<file path="src/hdl/rbnp_pkg.sv">
// Types and constants for the ray box nearest pick core.
package rbnp_pkg;

    localparam int COORD_W    = 32;
    localparam int EXT_W      = 30;
    localparam int DIR_W      = 18;
    localparam int BOUND_W    = 33;
    localparam int DIFF_W     = 34;
    localparam int FRAC_W     = 16;
    localparam int NUM_W      = 49;
    localparam int T_W        = 50;
    localparam int RADIX_BITS = 7;
    localparam int DIV_STEPS  = NUM_W / RADIX_BITS;
    localparam int STEP_W     = 3;
    localparam int DIST_W     = 32;
    localparam int INDEX_W    = 16;
    localparam int CFG_IDX_W  = 3;
    localparam int CFG_DATA_W = 32;
    localparam int IN_DATA_W  = 192;
    localparam int OUT_DATA_W = 48;

    localparam logic signed [T_W-1:0]   T_MAX       = {1'b0, {(T_W-1){1'b1}}};
    localparam logic signed [DIR_W-1:0] DIR_Z_RESET = 18'sd65536;

    typedef enum logic [CFG_IDX_W-1:0] {
        REG_ORIGIN_X = 3'd0,
        REG_ORIGIN_Y = 3'd1,
        REG_ORIGIN_Z = 3'd2,
        REG_DIR_X    = 3'd3,
        REG_DIR_Y    = 3'd4,
        REG_DIR_Z    = 3'd5
    } cfg_reg_t;

    typedef enum logic [2:0] {
        ST_IDLE,
        ST_SETUP,
        ST_DIV,
        ST_SIGN,
        ST_ORDER,
        ST_MERGE,
        ST_FINAL,
        ST_EMIT
    } state_t;

endpackage

</file>
<file path="src/hdl/ray_box_nearest_pick_core.sv">
// Nearest ray/box pick: slab test per box through one shared radix-128 divider.
//
// Setup: write the ray origin (regs 0..2, signed Q16.16) and the direction
// (regs 3..5, 18 bit signed Q2.16) on the cfg channel while the core is idle.
// Boxes arrive one word at a time on s_axis; s_axis_tlast marks the last box
// of a pick. After that box, one word leaves on m_axis: tuser is the hit flag,
// tdata carries the winning index and its entry distance (zero on no hit).
// Each nonzero direction axis runs two divisions plus setup, sign and
// ordering steps; a zero axis only checks the origin against its slab.
// A box thus keeps s_axis_tready low until its test is done (divider bound),
// a last box also through the emit step plus any wait for the output slot.
// Boxes past the index limit skip the test and go straight to the final step.
// m_axis_tvalid is registered and rises after the emit step of the last box.
// The result sits in an output register; while m_axis is stalled the core
// keeps taking boxes, and only the next pick's result waits for the slot.
// Reset clears the pick state and loads origin 0 and direction +z.
module ray_box_nearest_pick_core #(
    parameter int MAX_BOXES = 65536
) (
    input  logic                               clk,
    input  logic                               rst_n,
    input  logic                               cfg_valid,
    output logic                               cfg_ready,
    input  logic [rbnp_pkg::CFG_IDX_W-1:0]     cfg_index,
    input  logic [rbnp_pkg::CFG_DATA_W-1:0]    cfg_data,
    input  logic                               s_axis_tvalid,
    output logic                               s_axis_tready,
    // center_x, center_y, center_z, half_extent_x, _y, _z, zero pad
    input  logic [rbnp_pkg::IN_DATA_W-1:0]     s_axis_tdata,
    input  logic                               s_axis_tlast,
    output logic                               m_axis_tvalid,
    input  logic                               m_axis_tready,
    // picked_index, picked_distance
    output logic [rbnp_pkg::OUT_DATA_W-1:0]    m_axis_tdata,
    // pick_valid
    output logic                               m_axis_tuser
);

    localparam int IDX_LIMIT = (MAX_BOXES < 65536) ? MAX_BOXES : 65536;
    localparam int BC_W      = $clog2(IDX_LIMIT + 1);

    localparam int CW = rbnp_pkg::COORD_W;
    localparam int EW = rbnp_pkg::EXT_W;
    localparam int DW = rbnp_pkg::DIR_W;
    localparam int TW = rbnp_pkg::T_W;
    localparam int NW = rbnp_pkg::NUM_W;

    rbnp_pkg::state_t state_reg, state_next;

    logic signed [CW-1:0] origin_reg [3];
    logic signed [CW-1:0] origin_next [3];
    logic signed [DW-1:0] dir_reg [3];
    logic signed [DW-1:0] dir_next [3];

    logic signed [CW-1:0] center_reg [3];
    logic signed [CW-1:0] center_next [3];
    logic [EW-1:0]        ext_reg [3];
    logic [EW-1:0]        ext_next [3];
    logic                 last_reg, last_next;

    logic [1:0]           axis_reg, axis_next;
    logic                 side_reg, side_next;
    logic                 miss_reg, miss_next;
    logic signed [TW-1:0] near_reg, near_next;
    logic signed [TW-1:0] far_reg, far_next;
    logic signed [TW-1:0] tlo_reg, tlo_next;
    logic signed [TW-1:0] thi_reg, thi_next;
    logic signed [TW-1:0] ent_reg, ent_next;
    logic signed [TW-1:0] exit_reg, exit_next;

    logic [NW-1:0]                  num_reg, num_next;
    logic [DW-1:0]                  rem_reg, rem_next;
    logic [DW-1:0]                  dvs_reg, dvs_next;
    logic                           neg_reg, neg_next;
    logic [rbnp_pkg::STEP_W-1:0]    step_reg, step_next;

    logic [rbnp_pkg::DIST_W-1:0]    best_dist_reg, best_dist_next;
    logic [rbnp_pkg::INDEX_W-1:0]   best_idx_reg, best_idx_next;
    logic                           any_hit_reg, any_hit_next;
    logic [BC_W-1:0]                box_count_reg, box_count_next;

    logic                           out_valid_reg, out_valid_next;
    logic                           out_hit_reg, out_hit_next;
    logic [rbnp_pkg::OUT_DATA_W-1:0] out_data_reg, out_data_next;

    logic signed [CW-1:0]      c_sel, o_sel;
    logic [EW-1:0]             e_sel;
    logic signed [DW-1:0]      d_sel;
    logic signed [rbnp_pkg::BOUND_W-1:0] lo_b, hi_b, bound;
    logic signed [rbnp_pkg::DIFF_W-1:0]  diff, diff_abs, o_ext, lo_ext, hi_ext;
    logic signed [DW-1:0]      d_abs;
    logic [DW:0]               r;
    logic [NW-1:0]             n;
    logic signed [TW-1:0]      q_abs, t_val;
    logic                      tested, hit;
    logic [rbnp_pkg::DIST_W-1:0] hit_dist;
    logic                      s_take;

    assign cfg_ready     = 1'b1;
    assign s_axis_tready = (state_reg == rbnp_pkg::ST_IDLE);
    assign s_take        = s_axis_tvalid && s_axis_tready;
    assign m_axis_tvalid = out_valid_reg;
    assign m_axis_tdata  = out_data_reg;
    assign m_axis_tuser  = out_hit_reg;

    always_comb
    begin
        state_next     = state_reg;
        origin_next    = origin_reg;
        dir_next       = dir_reg;
        center_next    = center_reg;
        ext_next       = ext_reg;
        last_next      = last_reg;
        axis_next      = axis_reg;
        side_next      = side_reg;
        miss_next      = miss_reg;
        near_next      = near_reg;
        far_next       = far_reg;
        tlo_next       = tlo_reg;
        thi_next       = thi_reg;
        ent_next       = ent_reg;
        exit_next      = exit_reg;
        num_next       = num_reg;
        rem_next       = rem_reg;
        dvs_next       = dvs_reg;
        neg_next       = neg_reg;
        step_next      = step_reg;
        best_dist_next = best_dist_reg;
        best_idx_next  = best_idx_reg;
        any_hit_next   = any_hit_reg;
        box_count_next = box_count_reg;
        out_valid_next = out_valid_reg && !m_axis_tready;
        out_hit_next   = out_hit_reg;
        out_data_next  = out_data_reg;

        // per-axis operands
        c_sel  = center_reg[axis_reg];
        e_sel  = ext_reg[axis_reg];
        o_sel  = origin_reg[axis_reg];
        d_sel  = dir_reg[axis_reg];
        lo_b   = $signed({c_sel[CW-1], c_sel}) - $signed({3'b000, e_sel});
        hi_b   = $signed({c_sel[CW-1], c_sel}) + $signed({3'b000, e_sel});
        bound  = side_reg ? hi_b : lo_b;
        o_ext  = $signed({{2{o_sel[CW-1]}}, o_sel});
        lo_ext = $signed({lo_b[rbnp_pkg::BOUND_W-1], lo_b});
        hi_ext = $signed({hi_b[rbnp_pkg::BOUND_W-1], hi_b});
        diff   = $signed({bound[rbnp_pkg::BOUND_W-1], bound}) - o_ext;
        diff_abs = diff[rbnp_pkg::DIFF_W-1] ? -diff : diff;
        d_abs  = d_sel[DW-1] ? -d_sel : d_sel;

        // radix-128 restoring divide step
        r = {1'b0, rem_reg};
        n = num_reg;
        for (int i = 0; i < rbnp_pkg::RADIX_BITS; i++)
        begin
            r = {r[DW-1:0], n[NW-1]};
            n = {n[NW-2:0], 1'b0};
            if (r >= {1'b0, dvs_reg})
            begin
                r    = r - {1'b0, dvs_reg};
                n[0] = 1'b1;
            end
        end

        q_abs = $signed({1'b0, num_reg});
        t_val = neg_reg ? -q_abs : q_abs;

        tested   = (box_count_reg < BC_W'(IDX_LIMIT));
        hit      = !miss_reg && (near_reg <= far_reg);
        hit_dist = (|near_reg[TW-1:rbnp_pkg::DIST_W]) ? '1 : near_reg[rbnp_pkg::DIST_W-1:0];

        if (cfg_valid)
        begin
            case (rbnp_pkg::cfg_reg_t'(cfg_index))
                rbnp_pkg::REG_ORIGIN_X: origin_next[0] = $signed(cfg_data);
                rbnp_pkg::REG_ORIGIN_Y: origin_next[1] = $signed(cfg_data);
                rbnp_pkg::REG_ORIGIN_Z: origin_next[2] = $signed(cfg_data);
                rbnp_pkg::REG_DIR_X:    dir_next[0]    = $signed(cfg_data[DW-1:0]);
                rbnp_pkg::REG_DIR_Y:    dir_next[1]    = $signed(cfg_data[DW-1:0]);
                rbnp_pkg::REG_DIR_Z:    dir_next[2]    = $signed(cfg_data[DW-1:0]);
                default: ;
            endcase
        end

        case (state_reg)
            rbnp_pkg::ST_IDLE:
            begin
                if (s_take)
                begin
                    center_next[0] = $signed(s_axis_tdata[31:0]);
                    center_next[1] = $signed(s_axis_tdata[63:32]);
                    center_next[2] = $signed(s_axis_tdata[95:64]);
                    ext_next[0]    = s_axis_tdata[125:96];
                    ext_next[1]    = s_axis_tdata[155:126];
                    ext_next[2]    = s_axis_tdata[185:156];
                    last_next      = s_axis_tlast;
                    axis_next      = 2'd0;
                    side_next      = 1'b0;
                    miss_next      = 1'b0;
                    near_next      = '0;
                    far_next       = rbnp_pkg::T_MAX;
                    state_next     = tested ? rbnp_pkg::ST_SETUP : rbnp_pkg::ST_FINAL;
                end
            end
            rbnp_pkg::ST_SETUP:
            begin
                if (miss_reg)
                begin
                    state_next = rbnp_pkg::ST_FINAL;
                end
                else if (d_sel == '0)
                begin
                    if ((o_ext < lo_ext) || (o_ext > hi_ext))
                        miss_next = 1'b1;
                    axis_next  = axis_reg + 2'd1;
                    state_next = (axis_reg == 2'd2) ? rbnp_pkg::ST_FINAL : rbnp_pkg::ST_SETUP;
                end
                else
                begin
                    num_next   = {diff_abs[32:0], {rbnp_pkg::FRAC_W{1'b0}}};
                    rem_next   = '0;
                    dvs_next   = d_abs;
                    neg_next   = diff[rbnp_pkg::DIFF_W-1] ^ d_sel[DW-1];
                    step_next  = '0;
                    state_next = rbnp_pkg::ST_DIV;
                end
            end
            rbnp_pkg::ST_DIV:
            begin
                num_next  = n;
                rem_next  = r[DW-1:0];
                step_next = step_reg + 1'b1;
                if (step_reg == rbnp_pkg::STEP_W'(rbnp_pkg::DIV_STEPS - 1))
                    state_next = rbnp_pkg::ST_SIGN;
            end
            rbnp_pkg::ST_SIGN:
            begin
                if (!side_reg)
                begin
                    tlo_next   = t_val;
                    side_next  = 1'b1;
                    state_next = rbnp_pkg::ST_SETUP;
                end
                else
                begin
                    thi_next   = t_val;
                    state_next = rbnp_pkg::ST_ORDER;
                end
            end
            rbnp_pkg::ST_ORDER:
            begin
                if (tlo_reg > thi_reg)
                begin
                    ent_next  = thi_reg;
                    exit_next = tlo_reg;
                end
                else
                begin
                    ent_next  = tlo_reg;
                    exit_next = thi_reg;
                end
                state_next = rbnp_pkg::ST_MERGE;
            end
            rbnp_pkg::ST_MERGE:
            begin
                if (ent_reg > near_reg)
                    near_next = ent_reg;
                if (exit_reg < far_reg)
                    far_next = exit_reg;
                side_next  = 1'b0;
                axis_next  = axis_reg + 2'd1;
                state_next = (axis_reg == 2'd2) ? rbnp_pkg::ST_FINAL : rbnp_pkg::ST_SETUP;
            end
            rbnp_pkg::ST_FINAL:
            begin
                if (tested)
                begin
                    if (hit && (!any_hit_reg || (hit_dist < best_dist_reg)))
                    begin
                        any_hit_next   = 1'b1;
                        best_dist_next = hit_dist;
                        best_idx_next  = rbnp_pkg::INDEX_W'(box_count_reg);
                    end
                    box_count_next = box_count_reg + 1'b1;
                end
                state_next = last_reg ? rbnp_pkg::ST_EMIT : rbnp_pkg::ST_IDLE;
            end
            rbnp_pkg::ST_EMIT:
            begin
                if (!out_valid_reg || m_axis_tready)
                begin
                    out_valid_next = 1'b1;
                    out_hit_next   = any_hit_reg;
                    out_data_next  = any_hit_reg ? {best_dist_reg, best_idx_reg} : '0;
                    best_dist_next = '1;
                    best_idx_next  = '0;
                    any_hit_next   = 1'b0;
                    box_count_next = '0;
                    state_next     = rbnp_pkg::ST_IDLE;
                end
            end
            default:
            begin
                state_next = rbnp_pkg::ST_IDLE;
            end
        endcase
    end

    always_ff @(posedge clk or negedge rst_n)
    begin
        if (!rst_n)
        begin
            state_reg     <= rbnp_pkg::ST_IDLE;
            origin_reg[0] <= '0;
            origin_reg[1] <= '0;
            origin_reg[2] <= '0;
            dir_reg[0]    <= '0;
            dir_reg[1]    <= '0;
            dir_reg[2]    <= rbnp_pkg::DIR_Z_RESET;
            best_dist_reg <= '1;
            best_idx_reg  <= '0;
            any_hit_reg   <= 1'b0;
            box_count_reg <= '0;
            out_valid_reg <= 1'b0;
            axis_reg      <= '0;
            side_reg      <= 1'b0;
            step_reg      <= '0;
        end
        else
        begin
            state_reg     <= state_next;
            origin_reg    <= origin_next;
            dir_reg       <= dir_next;
            best_dist_reg <= best_dist_next;
            best_idx_reg  <= best_idx_next;
            any_hit_reg   <= any_hit_next;
            box_count_reg <= box_count_next;
            out_valid_reg <= out_valid_next;
            axis_reg      <= axis_next;
            side_reg      <= side_next;
            step_reg      <= step_next;
        end
    end

    always_ff @(posedge clk)
    begin
        center_reg   <= center_next;
        ext_reg      <= ext_next;
        last_reg     <= last_next;
        miss_reg     <= miss_next;
        near_reg     <= near_next;
        far_reg      <= far_next;
        tlo_reg      <= tlo_next;
        thi_reg      <= thi_next;
        ent_reg      <= ent_next;
        exit_reg     <= exit_next;
        num_reg      <= num_next;
        rem_reg      <= rem_next;
        dvs_reg      <= dvs_next;
        neg_reg      <= neg_next;
        out_hit_reg  <= out_hit_next;
        out_data_reg <= out_data_next;
    end

endmodule

</file>
<file path="config.mk">
export PLATFORM = sky130hd
export DESIGN_NAME = ray_box_nearest_pick_core
export DESIGN_NICKNAME = d
export VERILOG_FILES = /design/src/hdl/rbnp_pkg.sv /design/src/hdl/ray_box_nearest_pick_core.sv
export SDC_FILE = /design/constraint.sdc
export NUM_CORES = 2
export LEC_CHECK = 0
export ABC_AREA = 1
export BUFFER_PORTS_ARGS = -buffer_cell sky130_fd_sc_hd__clkbuf_2
export CAP_MARGIN = 10
export CORE_MARGIN = 2
export CORE_UTILIZATION = 30
export CTS_BUF_LIST = sky130_fd_sc_hd__clkbuf_4 sky130_fd_sc_hd__clkbuf_8
export CTS_CLUSTER_DIAMETER = 60
export DETAILED_ROUTE_END_ITERATION = 8
export GPL_TIMING_DRIVEN = 0
export HOLD_SLACK_MARGIN = 0.06
export SLEW_MARGIN = 10
export SYNTH_ARGS = -nofsm -noshare
export SYNTH_HDL_FRONTEND = slang
export SYNTH_SLANG_ARGS = --single-unit
</file>
<file path="constraint.sdc">
create_clock -name clk -period 19.1 [get_ports clk]
set_input_delay 1.91 -clock clk [delete_from_list [all_inputs] [get_ports clk]]
set_output_delay 1.91 -clock clk [all_outputs]
set_load 0.02 [all_outputs]
</file>
# --- Word-level counts from Yosys, hierarchy flattened ---
# Cells that the tools add are included.
word_totals:
  regBits: 849
  latchBits: 0
  mem_bits_rw: 0
  mem_bits_ro: 0
  in_bits: 233
  wordCells: 223
  memories: 0
op_classes:
  add_sub_neg: 16
  n_mul: 0
  div_mod_pow: 0
  magnitude_cmp: 16
  n_eq_ne: 24
  n_shift: 0
  n_mux: 85
  bitwise_logic: 5
  reduce_logical: 41
op_table:
  columns: ["cell", "count"]
  rows:
  - ["2-to-1 mux 50 bit", 7]
  - ["2-to-1 mux 32 bit", 8]
  - ["case mux 50 bit (2 select lines)", 2]
  - ["2-to-1 mux 18 bit", 11]
  - ["greater-or-equal comparator 19 x 18 -> 1 bit", 7]
  - ["binary-select mux 32 bit (select 2 bit)", 2]
  - ["subtractor 18 bit", 7]
  - ["> comparator 50 bit", 2]
  - ["2-to-1 mux 49 bit", 2]
  - ["case mux 49 bit (2 select lines)", 1]
  - ["2-to-1 mux 33 bit", 2]
  - ["case mux 32 bit (2 select lines)", 1]
  - ["binary-select mux 30 bit (select 2 bit)", 1]
  - ["2-to-1 mux 30 bit", 2]
  - ["2-to-1 mux 17 bit", 3]
  - ["<= comparator 50 bit", 1]
  - ["< comparator 50 bit", 1]
  - ["negator 49 -> 50 bit", 1]
  - ["2-to-1 mux 16 bit", 3]
  - ["binary-select mux 18 bit (select 2 bit)", 1]
  - ["case mux 18 bit (2 select lines)", 1]
  - ["case mux 17 bit (2 select lines)", 1]
  - ["subtractor 33 x 32 -> 34 bit", 1]
  - ["adder 32 x 31 -> 33 bit", 1]
  - ["40 further kinds", 118]

# --- Depth between registers and ports, before layout ---
depth:
  word_depth: 15
  ltp_mapped: 108
  ltp_nobuf: 97

# --- Worst setup path after synthesis ---
# Ideal clock, no wire load.
synth_timing:
  path_type: "reg2reg"
  startpoint: "register dvs_reg[1]"
  endpoint: "register rem_reg[16], data pin"
  setup_ns: 0.266
  arrival_time_ns: 14.473
  required_ns: 18.834
  path_slack_ns: 4.361
  stages_incl_launch_ff: 96
  n_path_buf: 12
  period_less_slack_ns: 14.739
  cell_sequence: "edfxtp_1 inv_1 ha_1 nand2_1 nand2_1 and2_1 nand3b_1 nand4_4 buf_4 clkbuf_1 o21ai_0 inv_1 ha_1 a21oi_1 nor2_1 nor2_1 nand2_1 nand2_1 [... 60 more ...] ha_1 a21oi_1 nand2_1 nand2_1 nand2_1 a21oi_1 o21ai_0 a21oi_1 inv_1 a21oi_1 o21ai_0 nand3_1 o311ai_0 a21oi_2 clkbuf_1 nand3_1 nand2_1 nor2_1"
synth_via:
  elab_chain_len: 15
  word_cells_on_any_way: 22
synth_lines:
  columns: ["item", "line_no", "rtl"]
  rows:
  - ["start, declared", "ray_box_nearest_pick_core.sv:73", "logic [DW-1:0] dvs_reg, dvs_next;"]
  - ["start signal, assigned", "ray_box_nearest_pick_core.sv:359", "dvs_reg <= dvs_next;"]
  - ["subtractor 18 bit / greater-or-equal comparator 19 x 18 -> 1 bit (equally long branches)", "ray_box_nearest_pick_core.sv:160, ray_box_nearest_pick_core.sv:158", null]
  - ["2-to-1 mux 18 bit", "ray_box_nearest_pick_core.sv:158", "if (r >= {1'b0, dvs_reg})"]
  - ["subtractor 18 bit / greater-or-equal comparator 19 x 18 -> 1 bit (equally long branches)", "ray_box_nearest_pick_core.sv:160, ray_box_nearest_pick_core.sv:158", null]
  - ["2-to-1 mux 18 bit", "ray_box_nearest_pick_core.sv:158", null]
  - ["subtractor 18 bit / greater-or-equal comparator 19 x 18 -> 1 bit (equally long branches)", "ray_box_nearest_pick_core.sv:160, ray_box_nearest_pick_core.sv:158", null]
  - ["2-to-1 mux 18 bit", "ray_box_nearest_pick_core.sv:158", null]
  - ["subtractor 18 bit / greater-or-equal comparator 19 x 18 -> 1 bit (equally long branches)", "ray_box_nearest_pick_core.sv:160, ray_box_nearest_pick_core.sv:158", null]
  - ["2-to-1 mux 18 bit", "ray_box_nearest_pick_core.sv:158", null]
  - ["subtractor 18 bit / greater-or-equal comparator 19 x 18 -> 1 bit (equally long branches)", "ray_box_nearest_pick_core.sv:160, ray_box_nearest_pick_core.sv:158", null]
  - ["2-to-1 mux 18 bit", "ray_box_nearest_pick_core.sv:158", null]
  - ["subtractor 18 bit / greater-or-equal comparator 19 x 18 -> 1 bit (equally long branches)", "ray_box_nearest_pick_core.sv:160, ray_box_nearest_pick_core.sv:158", null]
  - ["2-to-1 mux 18 bit", "ray_box_nearest_pick_core.sv:158", null]
  - ["subtractor 18 bit / greater-or-equal comparator 19 x 18 -> 1 bit (equally long branches)", "ray_box_nearest_pick_core.sv:160, ray_box_nearest_pick_core.sv:158", null]
  - ["2-to-1 mux 18 bit (*)", "ray_box_nearest_pick_core.sv:158", null]
  - ["case mux 18 bit (2 select lines) (*)", "ray_box_nearest_pick_core.sv:185", "case (state_reg)"]
  - ["end signal, assigned", "ray_box_nearest_pick_core.sv:358", "rem_reg <= rem_next;"]
  - ["end, declared", "ray_box_nearest_pick_core.sv:72", "logic [DW-1:0] rem_reg, rem_next;"]
# Every way passes the cells marked *; elsewhere a longest branch is shown, timed or not.
# A chain may end at the register's enable or synchronous reset.

# --- Final worst setup path ---
layout_timing:
  startpoint: "register dvs_reg[16]"
  endpoint: "register rem_reg[11], data pin"
layout_via:
  elab_chain_len: 15
  word_cells_on_any_way: 22
layout_lines:
  columns: ["item", "line_no"]
  rows:
  - ["subtractor 18 bit / greater-or-equal comparator 19 x 18 -> 1 bit (equally long branches)", "ray_box_nearest_pick_core.sv:160, ray_box_nearest_pick_core.sv:158"]
  - ["2-to-1 mux 18 bit", "ray_box_nearest_pick_core.sv:158"]
  - ["subtractor 18 bit / greater-or-equal comparator 19 x 18 -> 1 bit (equally long branches)", "ray_box_nearest_pick_core.sv:160, ray_box_nearest_pick_core.sv:158"]
  - ["2-to-1 mux 18 bit", "ray_box_nearest_pick_core.sv:158"]
  - ["greater-or-equal comparator 19 x 18 -> 1 bit / subtractor 18 bit (equally long branches)", "ray_box_nearest_pick_core.sv:158, ray_box_nearest_pick_core.sv:160"]
  - ["2-to-1 mux 18 bit", "ray_box_nearest_pick_core.sv:158"]
  - ["subtractor 18 bit / greater-or-equal comparator 19 x 18 -> 1 bit (equally long branches)", "ray_box_nearest_pick_core.sv:160, ray_box_nearest_pick_core.sv:158"]
  - ["2-to-1 mux 18 bit", "ray_box_nearest_pick_core.sv:158"]
  - ["subtractor 18 bit / greater-or-equal comparator 19 x 18 -> 1 bit (equally long branches)", "ray_box_nearest_pick_core.sv:160, ray_box_nearest_pick_core.sv:158"]
  - ["2-to-1 mux 18 bit", "ray_box_nearest_pick_core.sv:158"]
  - ["subtractor 18 bit / greater-or-equal comparator 19 x 18 -> 1 bit (equally long branches)", "ray_box_nearest_pick_core.sv:160, ray_box_nearest_pick_core.sv:158"]
  - ["2-to-1 mux 18 bit", "ray_box_nearest_pick_core.sv:158"]
  - ["subtractor 18 bit / greater-or-equal comparator 19 x 18 -> 1 bit (equally long branches)", "ray_box_nearest_pick_core.sv:160, ray_box_nearest_pick_core.sv:158"]
  - ["2-to-1 mux 18 bit (*)", "ray_box_nearest_pick_core.sv:158"]
  - ["case mux 18 bit (2 select lines) (*)", "ray_box_nearest_pick_core.sv:185"]
# Marks and branches as above.

==> out/metrics.cfg <==
[logic_synthesis]
synth_top_cell_area_share_pct=33.3
avgSynthCellArea_um2=8.41
synth_edf_count=623
ys.warnings.count=0
synth_top_flop_cell=edfxtp_1
synthTopCellsByCount=nand2_1, inv_1, edfxtp_1, nor2_1, ha_1
syn_nets=7449
async_flop_share_pct=26.6
synth_cell_types=70
syn_inst=6685
syn_area_um2=56200
synth.area.top_cells=edfxtp_1, ha_1, nand2_1
synth-seq-cells=849
synthMostInstantiatedCell=nand2_1
synth_top_area_cell=edfxtp_1
ys_seq_area_share_pct=43.4

[die]
row_count=158
fp.dieArea_um2=191000
core_area_um2=186000
start_util_pct=30.3
die_y_um=437
ios=285
dieWidth_um=437

[job]
maxCapViolations=0

[final_layout]
area_growth_pct=14.9
drive_gt1_share_pct=12.4
fin_nets=7927
final_cells=9761

[clock_tree]
clock-sinks=849
cts.reportedPaths.clkPinSlew_ns=0.06
cts_tree=built
cts_buffers=144
cts_root_buf=clkbuf_8
cts.htree.levels=4
worstSkewPairLatency_ns=0.89
cts.path.max_buffers=3

[setup_path]
crit_top_cell=nand2_1
startpoint=dvs_reg[16]
regToRegEndpoint=rem_reg[11]
reg2reg_slack_ns=1.46
crit_path_max_fanout=10
critPathCapture=rem_reg[11]
cpPeakStageDelay_ns=0.51
critPathCaptureType=flip-flop
cp_data_required_time_ns=19.70
crit_type=flip-flop to flip-flop
cp_slowest_cell=ha_2
cp.arrival_ns=18.24
reg2reg_from=dvs_reg[16]
startpoint_type=flip-flop
rr_worst_depth=95

[sta]
report.final.slew_viol_count=0
fin_crit_ns=17.64
fin_worst_skew_ns=0.0604
fin_crit_sh_pct=92.4
finalHoldViolations=0
fmax_mhz=56.7
slew_headroom_pct=23.9
worst_pin_slew_ns=1.13
setup_viol=0

[detailed_routing]
vias=46900
wl_per_cell_um=16.9
dr.first_iter.drc_count=3390
viasPerCell=4.81
drc=0
first_pass_iters=5
wl_um=165000
ant_nets=0

[grt]
antenna_found_initial=11
grt_pass1_vias=46300
grt_pass1_wl_um=256000
track_usage_pct=16.9
grt_max_degree=105
overflow=0

[placed_design]
dp_cells=9472
numPortBuffers=277
place_congestion=0.928
hpwlAfterDp_um=131000

[hold_path]
hold_start=any_hit_reg
hold_path_class=flip-flop to flip-flop

[outcome]
outcome=finished, final reports clean

-- worst min-delay path by stage --
stage	cells after the start	endpoint	slack [ns]
floorplan	0	m_axis_tuser	0.42
global placement	0	m_axis_tuser	0.44
detailed placement	0	m_axis_tuser	0.45
CTS	0	m_axis_tuser	0.47
global route	2	dir_reg[18]	0.49
finish	0	m_axis_tuser	0.46
-- layout by cell type (no fill, tap or decap), types with 12 or more instances in the layout --
master	instances
buf_4	39
o21ai_0	500
clkbuf_1	169
a211oi_1	17
buf_6	14
o31ai_1	14
dfstp_2	33
dfrtp_1	193
o21bai_1	19
nand4_1	98
clkinvlp_4	12
nand3_1	266
clkbuf_4	37
clkbuf_2	282
or2_2	207
clkinv_2	13
a31oi_1	14
clkbuf_8	152
edfxtp_1	623
a21oi_1	432
nand2_1	1355
a21o_1	13
inv_1	950
o211ai_1	16
nand3b_1	23
xnor2_1	69
nor2_1	576
ha_1	518
clkinv_1	32
nor4_1	28
xor2_1	186
o21a_1	12
a32oi_1	71
nor3_1	79
-- area by class of cell --
class	count	area, um^2
fill	19300	121000
antenna	8	20.0
timing repair buffer	332	2120
clock inverter	68	639
buffer	212	917
sequential	849	24400
multi-input combinational	4656	27400
inverter	968	3670
clock buffer	188	2360
tap	2480	3100
-- kinds of logic after synthesis --
logic type,count (synthesis),share of synthesized area [%]
AO/OA/AOI/OAI,1182,11.8
XOR/XNOR,255,3.97
adder cells (fa/ha/maj),531,11.9
buffers and inverters,1180,8.08
flip-flops,849,43.4
multiplexers,5,0.0890
other,1,0.00667
AND/OR/NAND/NOR,2682,20.7
-- routing by layer --
layer / part of all wire [%] / vias to the layer above / track usage [%] / wire, um
li1: - / 23400 / - / -
met1: 45 / 22100 / 21.9 / 74100
met2: 47 / 1224 / 28.3 / 77000
met3: 4.6 / 270 / 2.37 / 7550
met4: 3.8 / 2 / 6.90 / 6300
met5: 0.0061 / - / 0 / 10
-- critical path, delay by kind of cell (launching register included) --
kind	cells	cell delay, ns
fa+ha+maj	7	2.51
buf+inv	22	3.89
simple gates	39	4.72
flops	1	0.37
compound gates	27	5.85
-- metrics by stage --
step / setup slack [ns] / TNS, ns / area [um^2] / util (%) / hold WS [ns]
after CTS: 0.0601 / 0 / 64400 / 34.6 / 0.469
after global placement: -0.990 / -98.40 / 60700 / 32.7 / 0.439
final: 1.46 / 0 / 64600 / 34.8 / 0.463
after detailed placement: -0.123 / -1.06 / 61400 / 33.0 / 0.454
after global routing: -0.0593 / -0.438 / 64600 / 34.8 / 0.490
after floorplan: 4.36 / 0 / 56200 / - / 0.423
-- what timing repair did --
action / CTS / global route
hold buffers: 0 / 0
resized for setup: 1 / 29
pin swaps: 0 / 1
endpoints found under the setup margin: 10 / 19
setup buffers: 0 / 25
Power is not shown: default switching activity piles up to over one toggle a cycle in this logic, so the estimate is an artifact.
